## src/hw/rtl/bsfs_pkg.sv

```systemverilog
// bsfs_pkg: shared types and constants for the byte stuffing frame segmenter
// no dependencies; used by the interfaces, the burst builder and the top level
package bsfs_pkg;

  localparam int unsigned MAX_FRAME   = 4095;
  localparam int unsigned MIN_FRAME   = 4;
  localparam int unsigned POS_W       = 12;
  localparam int unsigned BYTE_W      = 8;
  localparam int unsigned MAX_RESULTS = 5;
  localparam int unsigned CNT_W       = 3;
  localparam int unsigned CFG_IDX_W   = 8;
  localparam int unsigned CFG_DATA_W  = 12;

  typedef logic [POS_W-1:0]  pos_t;
  typedef logic [BYTE_W-1:0] byte_t;
  typedef logic [CNT_W-1:0]  cnt_t;

  typedef enum logic [CFG_IDX_W-1:0] {
    REG_START_BYTE  = 8'd0,
    REG_END_BYTE    = 8'd1,
    REG_ESCAPE_BYTE = 8'd2,
    REG_FRAME_SIZE  = 8'd3
  } cfg_reg_t;

  localparam byte_t START_RESET  = 8'h02;
  localparam byte_t END_RESET    = 8'h03;
  localparam byte_t ESCAPE_RESET = 8'h1B;
  localparam pos_t  SIZE_RESET   = 12'd64;

  typedef struct packed {
    byte_t start_b;
    byte_t end_b;
    byte_t esc_b;
    pos_t  frame_size;
  } cfg_t;

  typedef struct packed {
    byte_t [MAX_RESULTS-1:0] bytes;
    cnt_t                    count;
  } burst_t;

endpackage

```

## src/hw/rtl/bsfs_in_if.sv

```systemverilog
// bsfs_in_if: input channel, one raw payload byte per beat
// depends on bsfs_pkg
interface bsfs_in_if;
  logic             valid;
  logic             ready;
  bsfs_pkg::byte_t  data_byte;
  logic             data_last;

  modport source (output valid, output data_byte, output data_last, input ready);
  modport sink   (input valid, input data_byte, input data_last, output ready);
endinterface

```

## src/hw/rtl/bsfs_out_if.sv

```systemverilog
// bsfs_out_if: output channel, one framed stream byte per beat
// depends on bsfs_pkg
interface bsfs_out_if;
  logic             valid;
  logic             ready;
  bsfs_pkg::byte_t  out_byte;
  logic             run_last;

  modport source (output valid, output out_byte, output run_last, input ready);
  modport sink   (input valid, input out_byte, input run_last, output ready);
endinterface

```

## src/hw/rtl/bsfs_burst.sv

```systemverilog
// bsfs_burst: builds the one to five output bytes for one payload byte
// and the next frame position; depends on bsfs_pkg
module bsfs_burst (
  input  bsfs_pkg::cfg_t   cfg,
  input  bsfs_pkg::pos_t   pos,
  input  bsfs_pkg::byte_t  data_byte,
  input  logic             data_last,
  output bsfs_pkg::burst_t burst,
  output bsfs_pkg::pos_t   pos_next
);

  always_comb begin
    logic [bsfs_pkg::POS_W:0] m;
    logic [bsfs_pkg::POS_W:0] p;
    logic                     esc;
    bsfs_pkg::cnt_t           n;
    bsfs_pkg::byte_t [bsfs_pkg::MAX_RESULTS-1:0] b;

    // effective frame size, clamped to the legal range
    if (cfg.frame_size < bsfs_pkg::pos_t'(bsfs_pkg::MIN_FRAME)) begin
      m = (bsfs_pkg::POS_W+1)'(bsfs_pkg::MIN_FRAME);
    end else if ({1'b0, cfg.frame_size} > (bsfs_pkg::POS_W+1)'(bsfs_pkg::MAX_FRAME)) begin
      m = (bsfs_pkg::POS_W+1)'(bsfs_pkg::MAX_FRAME);
    end else begin
      m = {1'b0, cfg.frame_size};
    end

    p   = {1'b0, pos};
    n   = '0;
    b   = '0;
    esc = (data_byte == cfg.start_b) || (data_byte == cfg.end_b) ||
          (data_byte == cfg.esc_b);

    // frame already at or past its end slot
    if (p != '0 && p >= m - 1'b1) begin
      b[n] = cfg.end_b;
      n    = n + 1'b1;
      p    = '0;
    end
    if (p == '0) begin
      b[n] = cfg.start_b;
      n    = n + 1'b1;
      p    = (bsfs_pkg::POS_W+1)'(1);
    end
    if (esc) begin
      // pair would straddle frames: close early and reopen
      if (p == m - 2'd2) begin
        b[n] = cfg.end_b;
        n    = n + 1'b1;
        b[n] = cfg.start_b;
        n    = n + 1'b1;
        p    = (bsfs_pkg::POS_W+1)'(1);
      end
      b[n] = cfg.esc_b;
      n    = n + 1'b1;
      b[n] = data_byte;
      n    = n + 1'b1;
      p    = p + 2'd2;
    end else begin
      b[n] = data_byte;
      n    = n + 1'b1;
      p    = p + 1'b1;
    end
    if (p >= m - 1'b1) begin
      b[n] = cfg.end_b;
      n    = n + 1'b1;
      p    = '0;
    end
    if (data_last && p != '0) begin
      b[n] = cfg.end_b;
      n    = n + 1'b1;
      p    = '0;
    end

    burst.bytes = b;
    burst.count = n;
    pos_next    = p[bsfs_pkg::POS_W-1:0];
  end

endmodule

```

## src/hw/rtl/byte_stuffing_frame_segmenter.sv

```systemverilog
// byte_stuffing_frame_segmenter: top level, config registers, frame position
// and the output burst register; depends on bsfs_pkg, bsfs_in_if, bsfs_out_if, bsfs_burst
//
//  channel    dir  payload                 handshake
//  data_in    in   data_byte[8] data_last  valid/ready
//  data_out   out  out_byte[8]  run_last   valid/ready
//  cfg        in   cfg_index[8] cfg_data   cfg_we, no back-pressure
//
// each payload byte yields 1 to 5 output beats, one per cycle while data_out is ready;
// a payload byte holds the input until its whole burst has left through the single output port
// the next payload beat is taken in the same cycle as the last beat of the
// current burst, so there is no bubble between bursts
// reset (rst, synchronous) empties the burst register, clears the frame position and
// restores the register defaults; stalls on data_out hold the burst in place
module byte_stuffing_frame_segmenter (
  input  logic                                clk,
  input  logic                                rst,
  input  logic                                cfg_we,
  input  logic [bsfs_pkg::CFG_IDX_W-1:0]      cfg_index,
  input  logic [bsfs_pkg::CFG_DATA_W-1:0]     cfg_data,
  bsfs_in_if.sink                             data_in,
  bsfs_out_if.source                          data_out
);

  bsfs_pkg::cfg_t   cfg;
  bsfs_pkg::pos_t   pos;
  bsfs_pkg::pos_t   pos_next;
  bsfs_pkg::burst_t burst_new;
  bsfs_pkg::byte_t [bsfs_pkg::MAX_RESULTS-1:0] bytes;
  bsfs_pkg::cnt_t   count;
  logic             in_fire;
  logic             out_fire;

  bsfs_burst u_burst (
    .cfg       (cfg),
    .pos       (pos),
    .data_byte (data_in.data_byte),
    .data_last (data_in.data_last),
    .burst     (burst_new),
    .pos_next  (pos_next)
  );

  assign data_out.valid    = (count != '0);
  assign data_out.out_byte = bytes[0];
  assign data_out.run_last = (count == bsfs_pkg::cnt_t'(1));
  assign data_in.ready     = (count == '0) ||
                             (count == bsfs_pkg::cnt_t'(1) && data_out.ready);
  assign in_fire           = data_in.valid && data_in.ready;
  assign out_fire          = data_out.valid && data_out.ready;

  always_ff @(posedge clk) begin
    if (rst) begin
      cfg.start_b    <= bsfs_pkg::START_RESET;
      cfg.end_b      <= bsfs_pkg::END_RESET;
      cfg.esc_b      <= bsfs_pkg::ESCAPE_RESET;
      cfg.frame_size <= bsfs_pkg::SIZE_RESET;
    end else if (cfg_we) begin
      unique case (cfg_index)
        bsfs_pkg::REG_START_BYTE:  cfg.start_b    <= cfg_data[bsfs_pkg::BYTE_W-1:0];
        bsfs_pkg::REG_END_BYTE:    cfg.end_b      <= cfg_data[bsfs_pkg::BYTE_W-1:0];
        bsfs_pkg::REG_ESCAPE_BYTE: cfg.esc_b      <= cfg_data[bsfs_pkg::BYTE_W-1:0];
        bsfs_pkg::REG_FRAME_SIZE:  cfg.frame_size <= cfg_data[bsfs_pkg::POS_W-1:0];
        default: ;
      endcase
    end
  end

  always_ff @(posedge clk) begin
    if (rst) begin
      count <= '0;
      pos   <= '0;
    end else if (in_fire) begin
      count <= burst_new.count;
      pos   <= pos_next;
    end else if (out_fire) begin
      count <= count - 1'b1;
    end
  end

  // burst payload: load on accept, shift down one byte per beat
  always_ff @(posedge clk) begin
    if (in_fire) begin
      bytes <= burst_new.bytes;
    end else if (out_fire) begin
      bytes <= {bsfs_pkg::BYTE_W'(0), bytes[bsfs_pkg::MAX_RESULTS-1:1]};
    end
  end

endmodule

```

## src/flat_wrapper.sv

```systemverilog
// flat-port wrapper written by rule: the top's interface ports become plain ports
module byte_stuffing_frame_segmenter_flat 
  (clk, rst, cfg_we, cfg_index, cfg_data, data_in_valid, data_in_data_byte, data_in_data_last, data_in_ready, data_out_valid, data_out_out_byte, data_out_run_last, data_out_ready);
  bsfs_in_if data_in_i ();
  bsfs_out_if data_out_i ();
  input  logic clk;
  input  logic rst;
  input  logic cfg_we;
  input  logic [bsfs_pkg::CFG_IDX_W-1:0] cfg_index;
  input  logic [bsfs_pkg::CFG_DATA_W-1:0] cfg_data;
  input wire logic [$bits(data_in_i.valid)-1:0] data_in_valid;
  input wire logic [$bits(data_in_i.data_byte)-1:0] data_in_data_byte;
  input wire logic [$bits(data_in_i.data_last)-1:0] data_in_data_last;
  output wire logic [$bits(data_in_i.ready)-1:0] data_in_ready;
  output wire logic [$bits(data_out_i.valid)-1:0] data_out_valid;
  output wire logic [$bits(data_out_i.out_byte)-1:0] data_out_out_byte;
  output wire logic [$bits(data_out_i.run_last)-1:0] data_out_run_last;
  input wire logic [$bits(data_out_i.ready)-1:0] data_out_ready;
  assign data_in_i.valid = data_in_valid;
  assign data_in_i.data_byte = data_in_data_byte;
  assign data_in_i.data_last = data_in_data_last;
  assign data_in_ready = data_in_i.ready;
  assign data_out_valid = data_out_i.valid;
  assign data_out_out_byte = data_out_i.out_byte;
  assign data_out_run_last = data_out_i.run_last;
  assign data_out_i.ready = data_out_ready;
  byte_stuffing_frame_segmenter u_core (.clk(clk), .rst(rst), .cfg_we(cfg_we), .cfg_index(cfg_index), .cfg_data(cfg_data), .data_in(data_in_i), .data_out(data_out_i));
endmodule
```

## config.mk

```make
export PLATFORM = sky130hd
export DESIGN_NAME = byte_stuffing_frame_segmenter_flat
export DESIGN_NICKNAME = d
export VERILOG_FILES = /design/src/hw/rtl/bsfs_pkg.sv /design/src/hw/rtl/bsfs_in_if.sv /design/src/hw/rtl/bsfs_out_if.sv /design/src/hw/rtl/bsfs_burst.sv /design/src/hw/rtl/byte_stuffing_frame_segmenter.sv /design/src/flat_wrapper.sv
export SDC_FILE = /design/constraint.sdc
export NUM_CORES = 1
export LEC_CHECK = 0
export BUFFER_PORTS_ARGS = -buffer_cell sky130_fd_sc_hd__clkbuf_2
export CORE_ASPECT_RATIO = 0.6
export CORE_MARGIN = 3
export CORE_UTILIZATION = 40
export CTS_BUF_LIST = sky130_fd_sc_hd__clkbuf_16
export CTS_CLUSTER_DIAMETER = 30
export DETAILED_ROUTE_END_ITERATION = 6
export HOLD_SLACK_MARGIN = 0.1
export SLEW_MARGIN = 10
export SYNTH_ARGS = -nofsm -noshare
export SYNTH_HDL_FRONTEND = slang
export SYNTH_HIERARCHICAL = 1
export SYNTH_SLANG_ARGS = --single-unit
```

## constraint.sdc

```tcl
create_clock -name clk -period 10.63 [get_ports clk]
set_clock_uncertainty 0.15 [all_clocks]
set_input_delay 1.063 -clock clk [delete_from_list [all_inputs] [get_ports clk]]
set_output_delay 1.063 -clock clk [all_outputs]
set_load 0.03 [all_outputs]
```

# After elaboration in Yosys (flattened, before gate mapping)
# Index checks and enable logic that the tools add are counted.
# totals
reg_bits,91
wordCells,122
out_inout_bits,11
input_bits,34
# classes
muxes,48
n_addsub,12
magnitude_cmp,17
reduce_logical,26
eq_ne,8
# ops
operator,count
$bwmux 40,8
$mux 40,8
$demux 8 s3,7
$mux 13,5
$mux 8,8
$mux 12,3
$lt 3x4->1 const B,7
$eq 8x8->1,3
$mux 3,8
$add 3x1->3 const B,7
$ge 3x1->1 const B,7
$eq 8x2->1 const B,2
$add 13x1->13 const B,1
$add 13x2->13 const B,1
$eq 13x13->1,1
$ge 12x13->1,1
$ge 13x13->1,1
$logic_not 13->1,1
$reduce_bool 13->1,1
$sub 13x1->13 const B,1
$sub 13x2->13 const B,1
$logic_and 1x1->1,12
$lt 12x3->1 const B,1
$reduce_bool 12->1,1
10 further kinds,15

# Logic depth before layout (Yosys ltp)
# logic_depth
word_depth,24
depth_mapped,48
depth_no_buf,40

# Modules after synthesis
# The synthesis kept the hierarchy.
# modules_own_cells
mod,area_per_inst_um2,cells_per_inst,seq_area_each_um2,instances
bsfs_burst,4953.5,756,0.0,1
byte_stuffing_frame_segmenter,3839.9,385,2222.1,1

# Worst setup path after synthesis
# OpenSTA, ideal clock, no wires.
# synth_path
kind,reg-to-reg
start,"register, netlist name u_core/cfg[4]"
end,register u_core.count[2]
t_arrival_ps,9683
stages_incl_launch_ff,45
required_time_ps,10394
period_less_slack_ps,9919
slack_ps,711
path_cell_list,dfxtp_1 > clkbuf_1 > or4_1 > or3_1 > clkbuf_1 > nand2_1 > ha_1 > or3b_1 > clkbuf_1 > or3_1 > a211oi_4 > nor2b_1 > xnor2_1 > ha_1 > o311ai_1 > nand2_1 > o31ai_4 > mux2i_1 > [9 not listed] > inv_1 > ha_1 > a21o_1 > a21o_1 > a211o_1 > a21oi_1 > o21ai_0 > a31o_2 > a41o_1 > nand4b_1 > and2_1 > buf_2 > mux2_2 > ha_1 > a31oi_1 > xnor2_1 > a22oi_1 > a211oi_1
# synth_rtl
item,line,rtl
to (signal assigned),byte_stuffing_frame_segmenter.sv:73,count <= burst_new.count;
to (signal assigned),byte_stuffing_frame_segmenter.sv:76,count <= count - 1'b1;
to (decl),byte_stuffing_frame_segmenter.sv:30,bsfs_pkg::cnt_t count;

==> summary.md <==
| Metric | Value |
|---|---|
| Post-synth EDFFs | `40` |
| 1st-iter DRT viols | `roughly 1200` |
| Grt ovf | `0` |
| Reg area | `2222 um^2` |
| Width of the die | `197.4 um` |
| Die Ht | `120.9 um` |
| Antenna cells | `0` |
| PwrDens | `approximately 160 nW/um^2` |
| Area occupied by multi-input gates | `6095 um^2` |
| Slowest stage delay, CP | `0.64 ns` |
| Setup-failing EPs final | `0` |
| Gate Count Post-Synth | `1141` |
| IO Count | `45` |
| Inserted Clock Buffers | `9` |
| Reg clk slew, reported paths | `0.08 ns` |
| Hold Crit Class | `reg2reg` |
| Worst path arrival time | `10.13 ns` |
| Commonest non-fill, non-tap cell in the layout | `nand2_1` |
| Mapped cell area | `8793 um^2` |
| Sequential area share after synthesis | `0.2527` |
| Pre-antenna DRT Iters | `5` |
| Tot Pwr | `1535 uW` |
| CP Capture Type | `register` |
| Period utilization | `0.9398` |
| Synth Area per Inst | `7.707 um^2` |
| Prevailing post-synth register cell | `dfxtp_1` |
| Fraction of layout cells with a size suffix above 1 | `0.09930` |
| Post-Route WL | `31550 um` |
| DP HPWL | `about 24000 um` |
| Global-route usage over all layers | `0.2644` |
| CP Launch Type | `register` |
| Seq cells post-synth | `91` |
| First-pass GRT wire length | `~48000 um` |
| Detail Route Antenna Nets | `0` |
| H-tree depth | `3` |
| Status | `finished clean` |
| TNS Setup | `0 ns` |
| # fillers | `2180` |
| Syn nets | `1212` |
| Unrepaired setup endpoints after global routing | `no` |
| Fin. Hold Viols | `0` |
| FF-to-FF path depth | `37` |
| Placed cell areas | `9134 um^2` |
| Final Cell Area | `9465 um^2` |
| Insertion delay to the later sink of the worst-skew pair | `0.37 ns` |
| Initial Utilization | `0.4130` |
| Worst Tran Pin Value | `1.136 ns` |
| Rows | `41` |
| Synth area leader | `edfxtp_1` |
| Asr flop ratio synth | `0` |
| Pin count of the biggest net entering global routing | `70` |
| Die area | `23860 um^2` |
| Commonest non-fill, non-tap cells in the layout | `nand2_1, nor2_1, mux2i_1, a21oi_1, dfxtp_1` |
| Vias | `8663` |
| Ys Warns | `6` |
| Slowest cell on crit path | `or4_1` |
| Cell repeated most along the worst path | `ha_1` |
| Critical Path RT | `10.77 ns` |
| Vias per inst | `6.114` |
| Worst VDD drop | `~0.000088 V` |
| IO Port Bufs | `44` |
| Worst Path Max Fanout | `8` |
| Clk sink count | `91` |
| Vias in the first global route | `7780` |
| Worst slew margin | `0.2430` |
| Critical path class | `reg2reg` |
| Final Max Tran Viols | `0` |
| Worst hold path depth | `2` |
| Initial antenna violation count | `0` |
| DRC violations left | `0` |
| Avg WL per Cell | `22.26 um` |
| CTS Buffer Depth | `2` |
| Core Box Area | `21290 um^2` |
| Layout area overhead | `7.641%` |
| Cell variety after synth | `between 80 and 90` |
| Max-cap violations | `0` |
| RePlAce Congestion | `slightly below 1` |
| Post-layout net count | `1204` |
| Total leakage power | `0.003877 uW` |
| CTS tree | `done` |
| Minimum clock period | `~10 ns` |
| Maximum clock rate | `100.1 MHz` |
| Dominant cells by area after synthesis | `edfxtp_1, dfxtp_1, mux2i_1` |
| Yosys top cell area share | `0.1366` |
| Root Buffer | `clkbuf_16` |
[power breakdown]
part	switching (uW)	internal (uW)	total [uW]
Combinational	474	212	687
Clock	166	168	334
Sequential	30.2	484	514
Total	670	864	1530
[cell families (layout without fill, tap and decap cells)]
| family | count (synthesis) | in the layout | synth area share |
|---|---|---|---|
| AO/OA/AOI/OAI | 272 | 272 | 0.2187 |
| flip-flops | 91 | 91 | 0.2527 |
| buffers and inverters | 117 | 114 | 0.05649 |
| AND/OR/NAND/NOR | 479 | 479 | 0.2617 |
| other | 1 | 1 | 0.0004265 |
| adder cells (fa/ha/maj) | 37 | 37 | 0.05350 |
| XOR/XNOR | 57 | 57 | 0.05677 |
| multiplexers | 87 | 87 | 0.09974 |
[registers in the layout, indices dropped and copies added, names as in the netlist]
register / flops
u_core/pos: 12
u_core/bytes: 32
u_core/data_out.out_byte: 8
u_core/count: 3
u_core/cfg: 36
[path summary, 6_finish.rpt]
check,endpoint,slack (ns),from
max,u_core/count[2],0.64,u_core/cfg[8]
min,u_core/count[1],0.35,u_core/count[1]
max reg2reg,u_core/count[2],0.64,u_core/cfg[8]
min reg2reg,u_core/count[1],0.35,u_core/count[1]
[area by class of cell]
cell class | instances | share of cell area
Timing Repair Buffer | 64 | 0.03913
Inverter | 34 | 0.01348
Multi-Input combinational cell | 933 | 0.6439
Clock buffer | 9 | 0.02379
Clock inverter | 7 | 0.008063
Sequential cell | 91 | 0.2348
Tap cell | 279 | 0.03688
[through the flow]
step,util,worst slack [ns],hold slack (ns),instances
after floorplan,-,0.7109,0.2851,1141
after global placement,0.4290,0.5707,0.3462,1399
after detailed placement,0.4290,0.3681,0.3321,1399
after CTS,0.4432,0.3369,0.3485,1415
after global routing,0.4446,0.03446,0.3890,1417
final,0.4446,0.6394,0.3452,1417
[synthesized netlist by cell type (6+ instances only)]
cell,number
o21ai_0,45
a21o_1,12
a21oi_1,70
nor3_1,26
nand4_1,7
mux2i_1,82
buf_4,10
a22oi_1,26
nor4_1,15
xor2_1,31
a211oi_1,6
nand2b_1,46
nand2_1,205
or3_1,6
ha_1,36
and3_1,10
inv_1,29
dfxtp_1,51
a31oi_1,8
o31ai_1,12
a2bb2oi_1,8
xnor2_1,26
buf_1,11
o211ai_1,13
edfxtp_1,40
nand3_1,14
nor3b_1,11
clkbuf_1,56
a221oi_1,8
and2_1,16
o221ai_1,10
nor2b_1,8
nor2_1,89
[layer usage]
layer | GRT usage | wire, um | part of all wire | vias to the layer above
met4 | 0.03336 | 191 | 0.0061 | 0
met5 | 0.02397 | 0 | 0 | -
li1 | - | - | - | 4084
met3 | 0.08851 | 4064 | 0.13 | 21
met1 | 0.4451 | 16480 | 0.52 | 4120
met2 | 0.3107 | 10820 | 0.34 | 438
[what timing repair did]
item,4_1_cts,5_1_grt
hold buffers,0,0
gates resized for setup,0,4
hold endpoints to repair,0,0
endpoints found under the setup margin,0,50
setup buffers,0,2
[critical path, delay by kind of cell (launching register included)]
family,cells,cell delay [ns]
simple gates,13,3.92
buf+inv,2,0.31
xor+xnor,2,0.28
compound gates,13,2.74
fa+ha+maj,4,1.04
flops,1,0.37
mux,3,1.08
Note: power is estimated with default switching activity, not from simulation.
